$ cat src/hw/rtl/ssud_pkg.sv
// Package: word types for the selection sorter.
`timescale 1ns / 1ps
`default_nettype none
package ssud_pkg;

    localparam int unsigned DATA_W = 32;

    typedef struct packed {
        logic signed [DATA_W-1:0] value;
        logic                     last_in;
    } t_in_word;

    typedef struct packed {
        logic signed [DATA_W-1:0] sorted_value;
        logic                     last_out;
        logic                     overflow;
    } t_out_word;

    typedef enum logic [2:0] {
        S_IDLE  = 3'b001,
        S_SCAN  = 3'b010,
        S_WRITE = 3'b100
    } t_state;

endpackage
`default_nettype wire

$ cat src/hw/rtl/selection_sort_up_down.sv
// Top level: list buffer and selection sort sequencer around the element store.
//
//  channel  | signals                                 | handshake
//  ---------+-----------------------------------------+---------------------------
//  input    | i_in (value, last_in)                   | taken when start & !busy
//  result   | o_out (sorted_value, last_out, overflow)| one cycle, o_out_strobe
//  config   | i_cfg_data (descending)                 | taken when valid & ready
//
// Loading takes a word whenever start is high and busy is low. The word with last_in
// starts the sort; each pass reads the m remaining entries through the single store
// read port, and a list of n words is emitted one word per pass. Busy stays
// high until the last pass ends, so the last word comes out with busy already low.
// Reset (synchronous, active low) clears the count, drop flag and mode; the
// store keeps its contents. Results cannot be stalled.
`timescale 1ns / 1ps
`default_nettype none
module selection_sort_up_down #(
    parameter int unsigned MAX_ITEMS = 64
) (
    input  wire                  i_clk,
    input  wire                  i_rst_n,
    input  wire                  start,
    output logic                 busy,
    input  wire ssud_pkg::t_in_word i_in,
    output logic                 o_out_strobe,
    output ssud_pkg::t_out_word  o_out,
    input  wire                  i_cfg_valid,
    output logic                 o_cfg_ready,
    input  wire                  i_cfg_data
);
    import ssud_pkg::*;

    localparam int unsigned AW = $clog2(MAX_ITEMS);
    localparam int unsigned CW = $clog2(MAX_ITEMS + 1);

    t_state               r_state, n_state;
    logic [CW-1:0]        r_count, n_count;
    logic                 r_drop, n_drop;
    logic                 r_desc;
    logic [CW-1:0]        r_n, n_n;
    logic [AW-1:0]        r_pos, n_pos;
    logic [AW-1:0]        r_last_idx, n_last_idx;
    logic [CW-1:0]        r_rd_addr, n_rd_addr;
    logic                 r_rd_vld;
    logic [AW-1:0]        r_rd_idx;
    logic signed [DATA_W-1:0] r_best, n_best;
    logic signed [DATA_W-1:0] r_first, n_first;
    logic [AW-1:0]        r_pick, n_pick;
    logic                 r_strobe, n_strobe;
    t_out_word            r_out, n_out;

    logic                 accept;
    logic                 rd_en;
    logic                 we;
    logic [AW-1:0]        waddr;
    logic signed [DATA_W-1:0] wdata;
    logic signed [DATA_W-1:0] rd_data;
    logic                 better;

    assign busy         = (r_state != S_IDLE);
    assign accept       = start && (r_state == S_IDLE);
    assign o_cfg_ready  = 1'b1;
    assign o_out_strobe = r_strobe;
    assign o_out        = r_out;

    assign rd_en  = (r_state == S_SCAN) && (r_rd_addr < r_n);
    assign better = r_desc ? (rd_data > r_best) : (rd_data < r_best);

    ssud_mem #(
        .DEPTH (MAX_ITEMS)
    ) u_mem (
        .i_clk   (i_clk),
        .i_we    (we),
        .i_waddr (waddr),
        .i_wdata (wdata),
        .i_re    (rd_en),
        .i_raddr (r_rd_addr[AW-1:0]),
        .o_rdata (rd_data)
    );

    always_comb begin
        n_state    = r_state;
        n_count    = r_count;
        n_drop     = r_drop;
        n_n        = r_n;
        n_pos      = r_pos;
        n_last_idx = r_last_idx;
        n_rd_addr  = r_rd_addr;
        n_best     = r_best;
        n_first    = r_first;
        n_pick     = r_pick;
        n_strobe   = 1'b0;
        n_out      = r_out;
        we         = 1'b0;
        waddr      = r_count[AW-1:0];
        wdata      = i_in.value;

        case (r_state)
            S_IDLE: begin
                if (accept) begin
                    if (r_count < CW'(MAX_ITEMS)) begin
                        // store the word at the next free entry
                        we      = 1'b1;
                        n_count = r_count + 1'b1;
                    end else begin
                        n_drop = 1'b1;
                    end
                    if (i_in.last_in) begin
                        n_n        = n_count;
                        n_last_idx = AW'(n_count - 1'b1);
                        n_pos      = '0;
                        n_rd_addr  = '0;
                        n_state    = S_SCAN;
                    end
                end
            end
            S_SCAN: begin
                if (rd_en) begin
                    n_rd_addr = r_rd_addr + 1'b1;
                end
                if (r_rd_vld) begin
                    if (r_rd_idx == r_pos) begin
                        n_first = rd_data;
                        n_best  = rd_data;
                        n_pick  = r_rd_idx;
                    end else if (better) begin
                        n_best = rd_data;
                        n_pick = r_rd_idx;
                    end
                    if (r_rd_idx == r_last_idx) begin
                        n_state = S_WRITE;
                    end
                end
            end
            S_WRITE: begin
                // move the displaced head word into the slot of the pick
                we                 = 1'b1;
                waddr              = r_pick;
                wdata              = r_first;
                n_strobe           = 1'b1;
                n_out.sorted_value = r_best;
                n_out.last_out     = (r_pos == r_last_idx);
                n_out.overflow     = r_drop;
                if (r_pos == r_last_idx) begin
                    n_count = '0;
                    n_drop  = 1'b0;
                    n_state = S_IDLE;
                end else begin
                    n_pos     = r_pos + 1'b1;
                    n_rd_addr = CW'(r_pos) + 1'b1;
                    n_state   = S_SCAN;
                end
            end
            default: begin
                n_state = S_IDLE;
            end
        endcase
    end

    always_ff @(posedge i_clk) begin
        if (!i_rst_n) begin
            r_state  <= S_IDLE;
            r_count  <= '0;
            r_drop   <= 1'b0;
            r_desc   <= 1'b0;
            r_rd_vld <= 1'b0;
            r_strobe <= 1'b0;
        end else begin
            r_state  <= n_state;
            r_count  <= n_count;
            r_drop   <= n_drop;
            r_rd_vld <= rd_en;
            r_strobe <= n_strobe;
            if (i_cfg_valid && o_cfg_ready) begin
                r_desc <= i_cfg_data;
            end
        end
    end

    always_ff @(posedge i_clk) begin
        r_n        <= n_n;
        r_pos      <= n_pos;
        r_last_idx <= n_last_idx;
        r_rd_addr  <= n_rd_addr;
        r_rd_idx   <= r_rd_addr[AW-1:0];
        r_best     <= n_best;
        r_first    <= n_first;
        r_pick     <= n_pick;
        r_out      <= n_out;
    end

endmodule
`default_nettype wire

$ cat src/hw/rtl/ssud_mem.sv
// Element store: one write port, one read port with registered read data.
`timescale 1ns / 1ps
`default_nettype none
module ssud_mem #(
    parameter int unsigned DEPTH = 64
) (
    input  wire                                  i_clk,
    input  wire                                  i_we,
    input  wire  [$clog2(DEPTH)-1:0]             i_waddr,
    input  wire  signed [ssud_pkg::DATA_W-1:0]   i_wdata,
    input  wire                                  i_re,
    input  wire  [$clog2(DEPTH)-1:0]             i_raddr,
    output logic signed [ssud_pkg::DATA_W-1:0]   o_rdata
);
    import ssud_pkg::*;

    logic signed [DATA_W-1:0] r_mem [DEPTH];

    always_ff @(posedge i_clk) begin
        if (i_we) begin
            r_mem[i_waddr] <= i_wdata;
        end
    end

    always_ff @(posedge i_clk) begin
        if (i_re) begin
            o_rdata <= r_mem[i_raddr];
        end
    end

endmodule
`default_nettype wire

$ cat config.mk
export PLATFORM = sky130hd
export DESIGN_NAME = selection_sort_up_down
export DESIGN_NICKNAME = d
export VERILOG_FILES = /design/src/hw/rtl/ssud_pkg.sv /design/src/hw/rtl/selection_sort_up_down.sv /design/src/hw/rtl/ssud_mem.sv
export SDC_FILE = /design/constraint.sdc
export NUM_CORES = 2
export LEC_CHECK = 0
export BUFFER_PORTS_ARGS = -buffer_cell sky130_fd_sc_hd__buf_2
export CORE_UTILIZATION = 63
export CTS_BUF_LIST = sky130_fd_sc_hd__clkbuf_16
export CTS_CLUSTER_SIZE = 12
export DETAILED_ROUTE_END_ITERATION = 7
export PLACE_DENSITY_LB_ADDON = 0.2
export SKIP_LAST_GASP = 1
export SYNTH_ARGS = -nofsm -noshare
export SYNTH_HDL_FRONTEND = slang
export SYNTH_SLANG_ARGS = --single-unit
export TNS_END_PERCENT = 5
$ cat constraint.sdc
create_clock -name i_clk -period 9.6 [get_ports i_clk]
set_clock_uncertainty 0.2 [all_clocks]
set_input_delay 2.88 -clock i_clk [delete_from_list [all_inputs] [get_ports i_clk]]
set_output_delay 2.88 -clock i_clk [all_outputs]
set_load 0.005 [all_outputs]
==> results.yml <==
yosys:
  synth_edf_count: 2210
  synthMuxAreaShare: 0.1779
  yosysUniqueCellTypes: 50
  synthXorXnorAreaFrac: 0.003686
  yosysMostFrequentCell: "edfxtp_1"
  yosys_warnings: 0
  synth_top_family_by_area: "multiplexers"
  ys_seq_elements: 2230
  synth_area_sq_um: 85550
  netlist_instances: 3593
  synthSimpleGateAreaFrac: 0.01543
  yosysTopAreaCellShare: 0.7757
  synthFlopType: "edfxtp_1"
  ys_top_cells_by_count: "2,210 x edfxtp_1, 672 x mux4_2, 149 x nand2_1"
  synth_nets: 3673
  synth_top_area_cell: "edfxtp_1"
  avgSynthCellArea_sq_um: 23.81
  async_flop_share: 0
  synth_compound_area_frac: 0.005017
  synth_adder_area_share: 0.006143
  synthTopCellsByArea: "edfxtp_1 78%, mux4_2 18%, nand2_1 0.65%"
  yosysSeqAreaShare: 0.7804
clock_network:
  cts.sinks: 2230
  cts_setup_buffers: 0
  cts-htree-levels: 4
  cts_hold_buf: 0
  worstSkewPairLatency_ps: 850
  cts_resized: 0
  ctsLongestPathBuffers: 3
  cts.clk_slew.worst_paths_ps: 60
  cts_root_buf: "clkbuf_16"
  cts_tree: "done"
  cts_inserted_buffers: 215
sta:
  finalSetupViolations: 0
  slew_headroom: 0.1084
  hold_viol_final: 0
  tns_ps: 0
  setup_slack_ps: 4264
  slew_viol_final: 0
  min_period_ps: 5336
  tightest_slew_ps: 1337
  fmax_mhz: 187.4
  fin_crit_sh: 0.5559
  grt_setup_unrepaired: "false"
setup_path:
  cp.arrival_ps: 5570
  r2r-end: "u_mem.r_mem[16][5]$_DFFE_PP_"
  ff2ff_path_depth: 6
  endpoint_kind: "register"
  r2r_setup_slack_ps: 4260
  crit_required_ps: 9840
  path_class: "register to register"
  worst_setup_path_start_kind: "register"
  regToRegStartpoint: "r_state[0]$_SDFFE_PN1P_"
  crit_fanout: 61
floorplan:
  core_area_sq_um: 134100
  io_pins: 75
  die-area_sq_um: 137300
  initial_core_util: 0.6378
  die_h_microns: 370.5
  die_x_microns: 370.5
  fp-row-count: 134
placed_design:
  numPortBuffers: 73
  dp.final_hpwl_mm: 127.4
  place.gp.congestion: 0.9109
  placed_area_sq_um: 88440
  place_ws_ps: 3960
  dp_cells: 5317
detailed_routing:
  firstDrtPassIters: 6
  wire_per_inst_microns: 39.64
  drt_iter0_drc: 7420
  ant_nets: 0
  drt-vias-per-instance: 7.297
  post-route-drc-count: 0
  vias: 41150
  wl_mm: 223.6
hold_path:
  whs_endpoint: "o_out[22]$_DFFE_PP_"
  hold_path_class: "register to register"
  min_from: "r_best[20]$_DFFE_PP_"
  worstHoldPathCells: 0
layout:
  fin_nets: 3846
  drive_above_1_share: 0.2887
  final_cell_area_sq_um: 94500
  fillers: 7434
  fin_cells: 5640
  synthToLayoutAreaGrowth_pct: 10.46
power:
  p_sw_frac: 0.3093
  combPwrFrac: 0.296
  power.switching_mw: 8.192
  p_leak_nw: 29.39
  worst_ir_drop_vdd_mv: 0.2708
  power_density_nw_per_um2: 280.3
  seqPwrFrac: 0.419
  p_int_mw: 18.30
  clockPowerShare: 0.284
grt:
  overflow: 0
  grt_pass1_vias: 39780
  antenna_found_initial: 15
  grt_pass1_wl_mm: 310.2
  grtUsageTotal: 0.3338
  grt_max_degree: 136
run:
  maxCapViolCount: 0
run_status:
  status: "finished clean"
-- worst max-delay path, stage by stage, from the launching register on --
cell	delay (ps)
dfxtp_1	430
or3b_2	160
buf_4	560
clkinv_2	620
o31ai_1	830
nand2_1	890
nor2_4	1160
-- final cells by class --
cell class | instances | area (sq um) | area share
Sequential cell | 2230 | 66760 | 0.7065
Multi-Input combinational cell | 1134 | 18320 | 0.1938
Clock buffer | 218 | 5455 | 0.05773
Tap cell | 1768 | 2212 | 0.02341
Timing Repair Buffer | 133 | 953.4 | 0.01009
Clock inverter | 102 | 590.6 | 0.006250
Inverter | 52 | 196.4 | 0.002079
Antenna cell | 3 | 7.507 | 0.00007944
-- per-stage QoR --
stage	hold WS (ps)	total power [mW]	util
after floorplan	146.2	15.94	-
after global placement	226.6	18.80	0.6594
after detailed placement	226.7	18.93	0.6594
after CTS	246.7	26.37	0.7045
after global routing	256.5	26.96	0.7045
final	246.8	26.49	0.7045
-- worst max path at each step --
stage                                  startpoint                             to  depth (start not counted)
after floorplan           r_state[1]$_SDFFE_PN0P_            r_best[0]$_DFFE_PP_                          5
after global placement                      start   u_mem.r_mem[20][9]$_DFFE_PP_                          7
after detailed placement                    start  u_mem.r_mem[52][30]$_DFFE_PP_                          7
after CTS                 r_state[0]$_SDFFE_PN1P_                           busy                          3
after global routing      r_state[0]$_SDFFE_PN1P_   u_mem.r_mem[16][2]$_DFFE_PP_                          6
final                     r_state[0]$_SDFFE_PN1P_   u_mem.r_mem[16][5]$_DFFE_PP_                          6
-- flip-flops by register name, summed over array words and instances, names as in the netlist, 3 cells and up --
| signal | cells |
|---|---|
| u_mem.r_mem | 2048 |
| o_out | 34 |
| r_best | 32 |
| r_first | 32 |
| u_mem.o_rdata | 32 |
| r_count | 7 |
| r_n | 7 |
| r_rd_addr | 7 |
| r_last_idx | 6 |
| r_pick | 6 |
| r_pos | 6 |
| r_rd_idx | 6 |
| r_state | 3 |
-- logic make-up after synthesis --
family                     after synthesis
buffers and inverters                  229
other                                    1
DFF                                   2230
and+or+nand+nor                        307
muxes                                  680
xor gates and xnor gates                36
AOI/OAI and AO/OA                       68
adders and majority gates               42
-- layout by cell type, fill, tap and decap left out, types with 4 or more instances in the layout --
cell type	instances
nor2_4	65
o22ai_1	4
nand3b_1	8
buf_12	11
nand2_1	149
edfxtp_1	2210
buf_2	73
clkinv_2	7
nand3_1	20
clkbuf_16	218
a21oi_1	26
nor2_1	21
mux4_2	672
inv_1	102
mux2i_1	6
ha_1	42
buf_4	49
and3_1	4
o21ai_0	13
nand4_1	10
xor2_1	14
xnor2_1	22
clkinv_1	30
nor2b_1	9
clkinv_8	4
a21o_1	6
dfxtp_1	20
nor3_1	6
-- power groups by stage --
stage | combinational, mW | clock (mW) | sequential (mW)
finish | 7.85 | 7.54 | 11.1
global route | 7.94 | 7.90 | 11.1
CTS | 7.70 | 7.57 | 11.1
detailed placement | 7.62 | 0 | 11.3
global placement | 7.51 | 0 | 11.3
floorplan | 4.72 | 0 | 11.2
-- layer usage --
metal / global-route usage / vias to the layer above / share of wire
met2: 0.4754 / 3498 / 0.45
met1: 0.4994 / 21650 / 0.36
met4: 0.1437 / 8 / 0.049
met3: 0.08743 / 429 / 0.14
met5: 0 / - / 0.00026
li1: - / 15570 / -
No activity file was read; power rests on OpenSTA's default activity.
